**src/fpl_pkg.sv**
```systemverilog
// ----------------------------------------------------------------------------
// fpl_pkg
// shared types and codes of the positional fraction list
// ----------------------------------------------------------------------------
`default_nettype none

package fpl_pkg;

    localparam logic [2:0] OP_INSERT = 3'd0;
    localparam logic [2:0] OP_DELETE = 3'd1;
    localparam logic [2:0] OP_UPDATE = 3'd2;
    localparam logic [2:0] OP_SEARCH = 3'd3;
    localparam logic [2:0] OP_READ   = 3'd4;

    localparam logic [1:0] ST_DONE      = 2'd0;
    localparam logic [1:0] ST_RANGE     = 2'd1;
    localparam logic [1:0] ST_NOT_FOUND = 2'd2;

    typedef enum logic [1:0] {
        CK_HOLD,
        CK_INSERT,
        CK_DELETE,
        CK_UPDATE
    } cell_kind_t;

    typedef struct packed {
        logic signed [31:0] num;
        logic signed [31:0] den;
    } entry_t;

    typedef struct packed {
        cell_kind_t kind;
        logic [5:0] pos;
        entry_t     key;
    } modify_t;

    typedef struct packed {
        logic       search;
        logic [5:0] pos;
        entry_t     key;
    } scan_t;

    typedef struct packed {
        logic   hit;
        entry_t entry;
    } carry_t;

endpackage

`default_nettype wire

```
**src/fpl_cell.sv**
```systemverilog
// ----------------------------------------------------------------------------
// fpl_cell
// one list slot: holds an entry, shifts with its neighbors, forwards a match
// ----------------------------------------------------------------------------
`default_nettype none

module fpl_cell
    import fpl_pkg::*;
#(
    parameter int LIST_DEPTH = 32,
    parameter int INDEX      = 0
) (
    input  wire                                   clk,
    input  modify_t                               modify,
    input  scan_t                                 scan,
    input  wire  [$clog2(LIST_DEPTH+1)-1:0]       count,
    input  entry_t                                lower_entry,
    input  entry_t                                upper_entry,
    output entry_t                                entry,
    input  carry_t                                carry_in,
    input  wire  [$clog2(LIST_DEPTH)-1:0]         carry_idx_in,
    output carry_t                                carry_out,
    output logic [$clog2(LIST_DEPTH)-1:0]         carry_idx_out
);

    localparam int IDX_W = $clog2(LIST_DEPTH);

    entry_t             entry_reg;
    entry_t             entry_next;
    carry_t             carry_reg;
    carry_t             carry_next;
    logic [IDX_W-1:0]   carry_idx_reg;
    logic [IDX_W-1:0]   carry_idx_next;
    logic               match;

    always_comb
    begin
        entry_next = entry_reg;
        unique case (modify.kind)
            CK_HOLD:
            begin
                entry_next = entry_reg;
            end
            CK_INSERT:
            begin
                if (INDEX > int'(modify.pos))
                begin
                    entry_next = lower_entry;
                end
                else if (INDEX == int'(modify.pos))
                begin
                    entry_next = modify.key;
                end
            end
            CK_DELETE:
            begin
                if (INDEX >= int'(modify.pos))
                begin
                    entry_next = upper_entry;
                end
            end
            CK_UPDATE:
            begin
                if (INDEX == int'(modify.pos))
                begin
                    entry_next = modify.key;
                end
            end
            default:
            begin
                entry_next = entry_reg;
            end
        endcase
    end

    always_comb
    begin
        if (scan.search)
        begin
            match = (INDEX < int'(count)) && (entry_reg == scan.key);
        end
        else
        begin
            match = (INDEX == int'(scan.pos));
        end
        if (match)
        begin
            carry_next.hit   = 1'b1;
            carry_next.entry = entry_reg;
            carry_idx_next   = IDX_W'(INDEX);
        end
        else
        begin
            carry_next     = carry_in;
            carry_idx_next = carry_idx_in;
        end
    end

    always_ff @(posedge clk)
    begin
        entry_reg     <= entry_next;
        carry_reg     <= carry_next;
        carry_idx_reg <= carry_idx_next;
    end

    assign entry         = entry_reg;
    assign carry_out     = carry_reg;
    assign carry_idx_out = carry_idx_reg;

endmodule

`default_nettype wire

```
**config.mk**
```make
export PLATFORM = sky130hd
export DESIGN_NAME = fpl_cell
export DESIGN_NICKNAME = d
export VERILOG_FILES = /design/src/fpl_pkg.sv /design/src/fpl_cell.sv
export SDC_FILE = /design/constraint.sdc
export NUM_CORES = 1
export LEC_CHECK = 0
export ABC_CLOCK_PERIOD_IN_PS = 17160
export BUFFER_PORTS_ARGS = -buffer_cell sky130_fd_sc_hd__buf_2
export CORE_AREA = 2 2 185 187
export DETAILED_ROUTE_END_ITERATION = 10
export DIE_AREA = 0 0 187 189
export PLACE_DENSITY = 0.48
export SLEW_MARGIN = 40
export SYNTH_ARGS = -nofsm -noshare
export SYNTH_HDL_FRONTEND = slang
export SYNTH_SLANG_ARGS = --single-unit
```
**constraint.sdc**
```tcl
create_clock -name clk -period 17.16 [get_ports clk]
set_clock_uncertainty 0.1 [all_clocks]
set_input_delay 2.574 -clock clk [delete_from_list [all_inputs] [get_ports clk]]
set_output_delay 2.574 -clock clk [all_outputs]
set_load 0.01 [all_outputs]
```
==> results of run 1 <==
==> layout make-up <==
cell class | instances | area share (%)
clock buffer | 21 | 5.511
clock inverter | 11 | 1.525
inverter | 10 | 0.4196
multi-input combinational | 234 | 25.35
sequential | 134 | 37.15
tap | 448 | 6.267
timing repair buffer | 421 | 23.78
==> critical path: stages <==
cell and delay, ns:
buf_2 0.10, xor2_1 0.15, nor4_1 0.64, o311ai_0 0.35, and4b_1 0.39, a21oi_4 0.07
buf_4 0.29, mux2_1 0.38
==> cell families after synthesis <==
family                 count (synthesis)  share of synthesized area, %
AO/OA/AOI/OAI                         12                         1.902
XOR/XNOR                              50                         7.652
buffers and inverters                 24                         2.427
flip-flops                           134                         58.07
multiplexers                         128                         25.19
AND/OR/NAND/NOR                       44                         4.766
==> synth_stat cells (all sizes together) <==
| master | number | share of area, % |
|---|---|---|
| mux2 | 128 | 25 |
| dfxtp | 70 | 24 |
| edfxtp | 64 | 34 |
| xor2 | 47 | 7.2 |
| nor4 | 15 | 1.6 |
| inv | 10 | 0.66 |
| buf | 7 | 1.3 |
| clkbuf | 7 | 0.46 |
| nor2b | 7 | 0.77 |
| and2 | 5 | 0.55 |
| nand2b | 5 | 0.55 |
| o22ai | 4 | 0.44 |
| or4 | 3 | 0.39 |
| xnor2 | 3 | 0.46 |
| a2111o | 2 | 0.39 |
| nand3 | 2 | 0.17 |
| nand4 | 2 | 0.22 |
| nor3 | 2 | 0.17 |
| a2111oi | 1 | 0.15 |
| a21oi | 1 | 0.28 |
| a222oi | 1 | 0.17 |
| and4b | 1 | 0.17 |
| nand2 | 1 | 0.066 |
| nor2 | 1 | 0.066 |
| o2111ai | 1 | 0.15 |
| o2bb2ai | 1 | 0.15 |
| o311ai | 1 | 0.15 |
==> how the worst max path moves through the flow <==
stage | startpoint | endpoint | slack (ns) | cells after the start
after global placement | scan[34] | carry_out[54] | 11.73 | 8
after floorplan | modify[70] | entry[0] | 7.04 | 4
after global routing | scan[58] | carry_out[62] | 12.22 | 8
after detailed placement | scan[34] | carry_out[62] | 11.70 | 8
final | scan[16] | carry_out[62] | 12.37 | 8
after CTS | scan[34] | carry_out[62] | 12.18 | 8
==> power breakdown <==
group	leakage (nW)	internal [mW]	switching, mW	total [mW]
combinational	2.53	0.0508	0.0347	0.0855
clock	0.302	0.238	0.154	0.392
sequential	1.17	0.347	0.00366	0.350
==> routing by layer <==
metal / wire, um / up-vias / track usage (%)
met5: 13 / - / 0
met4: 266 / 2 / 3.877
met3: 1300 / 17 / 3.781
met2: 10640 / 214 / 20.27
met1: 8719 / 2242 / 13.66
li1: - / 2300 / -
==> results.py, run 1 <==
metrics = {
    "outcome": {
        "status": "finished, final reports clean",
    },
    "clock_network": {
        "clock_tree.buffer_depth": 2,
        "clkTransAtPathRegs_ns": 0.07,
        "cts_root_buf": "clkbuf_16",
        "cts_htree_levels": 4,
        "cts_resized": 0,
        "cts_tree": "built",
        "post_cts_buffers": 0,
        "clock_latency_ns": 0.43,
        "cts_sinks": 134,
        "cts_hold_buffers": 0,
        "cts_made_buffers": 17,
    },
    "sta": {
        "worst_pin_slew_ns": 0.7179,
        "period_minus_slack_ns": 4.786,
        "fmax_ghz": 0.2090,
        "fin_crit_sh_pct": 27.89,
        "slew_violations": 0,
        "setup_viol": 0,
        "rsz0062_at_grt": "no",
        "hold_violations": 0,
        "hold_slack_ns": 0.4444,
        "tns_ns": 0,
        "worst_slack_ns": 12.37,
        "max_slew_margin_pct": 52.14,
    },
    "synthesis": {
        "synthCells": 392,
        "yosys_warnings": 0,
        "synth_nets": 740,
        "syn_area_um2": 5723,
        "ys_ff_latch": 134,
        "synthDistinctLibCells": 29,
        "syn_area_per_cell_um2": 14.60,
        "yosysSeqAreaShare_pct": 58.07,
    },
    "final_layout": {
        "fill_cells": 3569,
        "final_cell_mix": "buf_2, mux2_2, dfxtp_1",
        "postLayoutCoreUtil_pct": 26.88,
        "final_area_um2": 8945,
        "seq_area_um2": 3323,
        "largest_reg_flops": 65,
        "instances_no_fill": 1279,
        "final_common_cell": "buf_2",
        "drive_gt1_share_pct": 69.43,
        "nNetsFinal": 1166,
        "multi_input_area_um2": 2267,
        "num_antenna_cells": 0,
        "area_growth_pct": 56.30,
    },
    "worst_setup_path": {
        "rr_endpoint": "carry_out[62]",
        "crit_type": "in -> reg",
        "setup.worst_path.end_class": "flip-flop",
        "r2r_start": "entry[41]",
        "r2r_slack_ns": 14.18,
        "critPathMaxFanout": 37,
        "cp.required_ns": 17.37,
        "start_kind": "input pin",
        "ff2ff_path_depth": 7,
        "worstPathArrival_ns": 5.00,
    },
    "pwr": {
        "vdd_ir_drop_max_uv": 59.18,
        "pwr_density_cell_nw_per_um2": 92.50,
        "p_leak_nw": 4.003,
        "finalPower_uw": 827.4,
    },
    "floorplanning": {
        "die_h_um": 189,
        "core_area_um2": 33280,
        "die_x_um": 187,
        "die_area_um2": 35340,
        "start_util_pct": 17.20,
        "ios": 482,
        "fp-row-count": 67,
    },
    "place": {
        "placed_cell_area_um2": 8315,
        "place_ws_ns": 11.70,
        "place_congestion": 0.7704,
        "post-dp-hpwl_mm": 16.50,
        "dpl.cell_count": 1247,
        "io_buffers": 417,
    },
    "detailed_routing": {
        "drtIter0Drc": 136,
        "drc": 0,
        "via_per_inst": 3.733,
        "ant_nets": 0,
        "vias": 4775,
        "drt_pass1_iterations": 4,
        "wl_per_cell_um": 16.37,
        "wl_mm": 20.94,
    },
    "job": {
        "maxCapViolations": 0,
    },
    "grt": {
        "grt_overflow": 0,
        "grt_pass1_vias": 5005,
        "grt_max_degree": 66,
        "grt_pass1_wl_mm": 30.47,
        "grt_usage_pct": 11.71,
        "antenna_found_initial": 1,
    },
    "min_path": {
        "min_to": "carry_out[29]",
        "worstHoldPathType": "reg -> reg",
        "hold_depth": 1,
        "worstHoldStart": "entry[29]",
    },
}
Note: power is estimated with default switching activity, not from simulation.
==> run 2, diff against run 1 <==
Settings changed: ABC_CLOCK_PERIOD_IN_PS 17160 to 4900, CORE_AREA 2 2 185 187 to 2 2 187 189, DIE_AREA 0 0 187 189 to 0 0 189 191.
Clock period 17.16 ns to 4.9 ns, I/O delays scaled along.
==> run 2 against run 1 <==
  * Critical path depth is 1 lower
  * Clock power increased to 3.1 times the previous value
  * Setup slack worse by 11 ns
  * Total power rose to 3.3 times the previous value
  * First-iteration DRC count is 42% lower
  * Flip-flop and latch count unchanged
  * Cell area shrank 0.62%
  * Register-to-register slack lost 12 ns
==> results.py, run 2 (synthesis gave the netlist of run 1 again) <==
metrics = {
    "floorplanning": {
        "die_area_um2": 36100,
        "die_x_um": 189,
        "start_util_pct": 16.77,
        "fp-row-count": 68,
        "ios": 482,
        "core_area_um2": 34120,
        "die_h_um": 191,
    },
    "clock_network": {
        "post_cts_buffers": 0,
        "cts_tree": "built",
        "cts_htree_levels": 4,
        "cts_root_buf": "clkbuf_16",
        "cts_resized": 0,
        "cts_made_buffers": 17,
        "clock_tree.buffer_depth": 2,
        "cts_sinks": 134,
        "clkTransAtPathRegs_ns": 0.06,
        "clock_latency_ns": 0.43,
        "cts_hold_buffers": 0,
    },
    "grt": {
        "grt_usage_pct": 11.35,
        "grt_max_degree": 65,
        "grt_pass1_wl_mm": 29.53,
        "grt_overflow": 0,
        "antenna_found_initial": 1,
        "grt_pass1_vias": 4909,
    },
    "final_layout": {
        "postLayoutCoreUtil_pct": 26.06,
        "final_area_um2": 8890,
        "largest_reg_flops": 65,
        "final_cell_mix": "buf_2, mux2_2, dfxtp_1",
        "fill_cells": 3636,
        "seq_area_um2": 3323,
        "area_growth_pct": 55.33,
        "nNetsFinal": 1166,
        "multi_input_area_um2": 2282,
        "drive_gt1_share_pct": 69.55,
        "final_common_cell": "buf_2",
    },
    "detailed_routing": {
        "drt_pass1_iterations": 4,
        "wl_per_cell_um": 16.41,
        "drc": 0,
        "via_per_inst": 3.692,
        "wl_mm": 21.12,
        "drtIter0Drc": 79,
        "vias": 4751,
        "ant_nets": 0,
    },
    "sta": {
        "rsz0062_at_grt": "no",
        "worst_pin_slew_ns": 0.7072,
        "worst_slack_ns": 1.695,
        "max_slew_margin_pct": 52.86,
        "fin_crit_sh_pct": 65.41,
        "setup_viol": 0,
        "fmax_ghz": 0.3120,
        "tns_ns": 0,
        "slew_violations": 0,
        "period_minus_slack_ns": 3.205,
        "hold_violations": 0,
        "hold_slack_ns": 0.3888,
    },
    "min_path": {
        "worstHoldStart": "carry_in[64]",
        "worstHoldPathType": "in -> reg",
    },
    "worst_setup_path": {
        "crit_slowest_cell": "o311ai_0",
        "crit_path_max_incr_delay_ns": 0.58,
        "worstPathArrival_ns": 3.42,
        "crit_start": "count[3]",
        "crit_chain": "buf_2 > or4_1 > o311ai_0 > and4b_1 > a21oi_4 > buf_4 > mux2_2",
        "setup.worst_path.end_class": "flip-flop",
        "start_kind": "input pin",
        "crit_type": "in -> reg",
        "critPathMaxFanout": 45,
        "r2r_start": "entry[44]",
        "cp.required_ns": 5.11,
    },
    "pwr": {
        "pwr_density_cell_nw_per_um2": 308.0,
        "pwr-share-clk_pct": 44.2,
        "vdd_ir_drop_max_uv": 226.2,
        "internal_power_mw": 2.072,
        "p_seq_share_pct": 44.8,
        "swShare_pct": 24.34,
        "p_leak_nw": 3.963,
        "p_comb_share_pct": 11.0,
        "p_sw_uw": 666.5,
    },
    "place": {
        "post-dp-hpwl_mm": 16.35,
        "io_buffers": 417,
        "placed_cell_area_um2": 8329,
        "place_congestion": 0.7615,
        "place_ws_ns": 1.241,
    },
    "outcome": {
        "status": "finished, final reports clean",
    },
    "job": {
        "maxCapViolations": 0,
    },
}
[run 2: changes by cell type in the layout (fill, tap and decap cells not counted)]
cell and delta:
buf_4 +1, buf_6 -1, bufinv_16 -2, clkbuf_16 -1
clkbuf_8 -1, clkinv_2 +3, clkinvlp_4 +2, diode_2 +1
inv_6 -1, nor4_1 -1, nor4_4 +1
[run 2: layout make-up]
class	instances	area share, %
clock buffer	19	5.109
clock inverter	13	1.098
inverter	10	0.4222
tap	455	6.404
antenna	1	0.02815
multi-input combinational	234	25.67
timing repair buffer	421	23.88
sequential	134	37.38
[run 2: final timing paths]
check / to / slack [ns] / cells after the start
max: carry_out[39] / 1.69 / 7
min reg2reg: carry_out[29] / 0.43 / 1
min: carry_out[64] / 0.39 / 2
max reg2reg: carry_out[61] / 1.99 / 7
[run 2: power by group through the flow]
| stage | clock network [mW] | registers [mW] | logic, mW |
|---|---|---|---|
| after floorplan | 0 | 1.27 | 0.105 |
| after global placement | 0 | 1.25 | 0.303 |
| after detailed placement | 0 | 1.25 | 0.306 |
| after CTS | 1.27 | 1.23 | 0.308 |
| after global routing | 1.31 | 1.23 | 0.330 |
| final | 1.21 | 1.23 | 0.301 |
[run 2: stage by stage]
step	std cells	power, mW
2_1_floorplan	392	1.374
3_3_place_gp	1254	1.554
3_5_place_dp	1254	1.556
4_1_cts	1286	2.804
5_1_grt	1286	2.872
6_report	1287	2.738
[run 2: layer usage]
layer / share of wire [%] / up-vias / wire length [um] / track usage (%)
met4: 1.0 / 0 / 218 / 3.606
met1: 41 / 2212 / 8673 / 12.81
met5: 0 / - / 0 / 0
li1: - / 2301 / - / -
met2: 50 / 227 / 10630 / 19.65
met3: 7.6 / 11 / 1595 / 4.388
[run 2: worst max-delay path: cells and delay by family]
kind / cells / cell delay [ns]
AND/OR/NAND/NOR: 2 / 0.83
buffers and inverters: 2 / 0.66
multiplexers: 1 / 0.42
AO/OA/AOI/OAI: 2 / 0.74
==> run 3, diff against run 2 <==
Settings changed: ABC_CLOCK_PERIOD_IN_PS 4900 to 2700, CORE_AREA 2 2 187 189 to 2 2 186 188, DIE_AREA 0 0 189 191 to 0 0 188 190, PLACE_DENSITY 0.48 to 0.49.
Clock period 4.9 ns to 2.7 ns, I/O delays scaled along.
==> run 3 against run 2 <==
  * Sequential share of layout area down 1.8 points
  * Highest routed layer is now met5
  * Register-to-register slack got worse by 1.9 ns
  * Critical path depth rose by 3
  * Worst hold slack worse by 0.33 ns
  * Wire length up 8.8%
  * Largest cell class unchanged
==> results.py, run 3 (synthesis gave the netlist of run 1 again) <==
metrics = {
    "final_layout": {
        "postLayoutCoreUtil_pct": 27.53,
        "final_common_cell": "buf_2",
        "nNetsFinal": 1193,
        "fill_cells": 3601,
        "area_growth_pct": 63.29,
        "final_area_um2": 9345,
        "final_cell_mix": "buf_2, mux2_2, dfxtp_1",
        "drive_gt1_share_pct": 71.33,
        "largest_reg_flops": 65,
    },
    "clock_network": {
        "clock_tree.buffer_depth": 2,
        "cts_htree_levels": 4,
        "cts_sinks": 134,
        "cts_tree": "built",
        "cts_root_buf": "clkbuf_16",
        "cts_made_buffers": 17,
        "clkTransAtPathRegs_ns": 0.06,
        "clock_latency_ns": 0.44,
    },
    "pwr": {
        "p_comb_share_pct": 10.9,
        "finalPower_mw": 5.183,
        "p_leak_nw": 4.200,
        "internal_power_mw": 3.933,
        "swShare_pct": 24.11,
        "p_seq_share_pct": 42.9,
        "vdd_ir_drop_max_uv": 424.1,
        "pwr-share-clk_pct": 46.1,
        "pwr_density_cell_nw_per_um2": 554.6,
        "p_sw_mw": 1.250,
    },
    "grt": {
        "grt_pass1_wl_mm": 30.17,
        "grt_usage_pct": 11.75,
        "grt_max_degree": 41,
        "grt_pass1_vias": 4956,
        "grt_overflow": 0,
        "antenna_found_initial": 4,
    },
    "floorplanning": {
        "die_x_um": 188,
        "ios": 482,
        "die_h_um": 190,
        "core_area_um2": 33950,
        "start_util_pct": 16.86,
        "die_area_um2": 35720,
        "fp-row-count": 68,
    },
    "worst_setup_path": {
        "crit_start": "entry[27]",
        "start_kind": "flip-flop",
        "r2r_start": "entry[27]",
        "worstPathArrival_ns": 2.79,
        "crit_type": "reg -> reg",
        "setup.worst_path.end_class": "flip-flop",
        "cp.required_ns": 2.92,
        "critPathMaxFanout": 8,
    },
    "sta": {
        "setup_viol": 0,
        "period_minus_slack_ns": 2.570,
        "worst_slack_ns": 0.1303,
        "slew_violations": 0,
        "fin_crit_sh_pct": 95.17,
        "rsz0062_at_grt": "yes",
        "max_slew_margin_pct": 73.09,
        "fmax_ghz": 0.3892,
        "worst_pin_slew_ns": 0.4036,
        "hold_violations": 0,
    },
    "place": {
        "io_buffers": 417,
        "place_ws_ns": -0.2290,
        "placed_cell_area_um2": 8507,
        "post-dp-hpwl_mm": 17.52,
        "place_congestion": 0.7536,
    },
    "detailed_routing": {
        "drtIter0Drc": 139,
        "wl_mm": 22.98,
        "ant_nets": 0,
        "vias": 4867,
        "drc": 0,
        "via_per_inst": 3.704,
        "wl_per_cell_um": 17.49,
        "drt_pass1_iterations": 5,
    },
    "min_path": {
        "worstHoldPathType": "in -> reg",
        "worstHoldStart": "carry_in[64]",
    },
    "job": {
        "maxCapViolations": 0,
    },
    "outcome": {
        "status": "finished, final reports clean",
    },
}
-- run 3: changes by cell type in the layout (fill, tap and decap cells not counted), sizes merged --
cell,before,now
buf,421,443
inv,13,14
bufinv,0,2
clkinv,6,3
clkbuf,19,24
-- run 3: what timing repair did --
item	4_1_cts	5_1_grt
pin swaps	2	6
buffers inserted	0	5
resized for setup	5	6
gates cloned	0	6
hold buffers	0	0
endpoints found under the setup margin	70	29
-- run 3: critical path, cell delays in order, from the launching register on --
cell	delay [ns]
edfxtp_1	0.44
xor2_2	0.19
nor4_4	0.36
buf_4	0.17
nand4_1	0.13
nor3_2	0.22
buf_4	0.16
a21oi_4	0.06
buf_12	0.16
buf_16	0.15
mux2_1	0.31
-- run 3: metal layers --
metal | up-vias | wire length [um] | track usage [%]
met5 | - | 37 | 0
met4 | 6 | 433 | 4.210
met3 | 27 | 1696 | 4.501
met2 | 255 | 11820 | 21.10
met1 | 2232 | 8999 | 12.53
li1 | 2347 | - | -
-- run 3: worst paths after layout --
check,endpoint,cells after the start,slack (ns)
worst min-delay path,carry_out[64],2,0.06
worst min register to register,carry_out[59],1,0.42
worst max register to register,carry_out[61],10,0.13
worst max-delay path,carry_out[61],10,0.13
-- run 3: cell type report --
cell class | count | area (um2) | share of cell area, %
clock buffers | 19 | 442.9 | 4.740
well taps | 455 | 569.3 | 6.092
inverters | 10 | 37.54 | 0.4017
repair buffers | 448 | 2484 | 26.58
multi-input cells | 234 | 2338 | 25.02
clock inverters | 13 | 147.6 | 1.580
flip-flops and latches | 134 | 3323 | 35.56
diodes | 1 | 2.502 | 0.02678
-- run 3: through the flow --
stage               setup TNS (ns)  instances  hold slack (ns)
floorplan                   -52.41        392           0.4065
CTS                              0       1303          0.02492
global route               -0.2972       1314          0.03935
finish                           0       1314          0.06047
global placement            -7.034       1271           0.4150
detailed placement          -11.12       1271           0.4128
-- run 3: power by group through the flow --
stage	clock, mW	sequential [mW]	combinational, mW
final	2.39	2.23	0.567
after global routing	2.58	2.23	0.618
after CTS	2.48	2.23	0.570
after detailed placement	0	2.27	0.561
after global placement	0	2.27	0.556
after floorplan	0	2.30	0.192
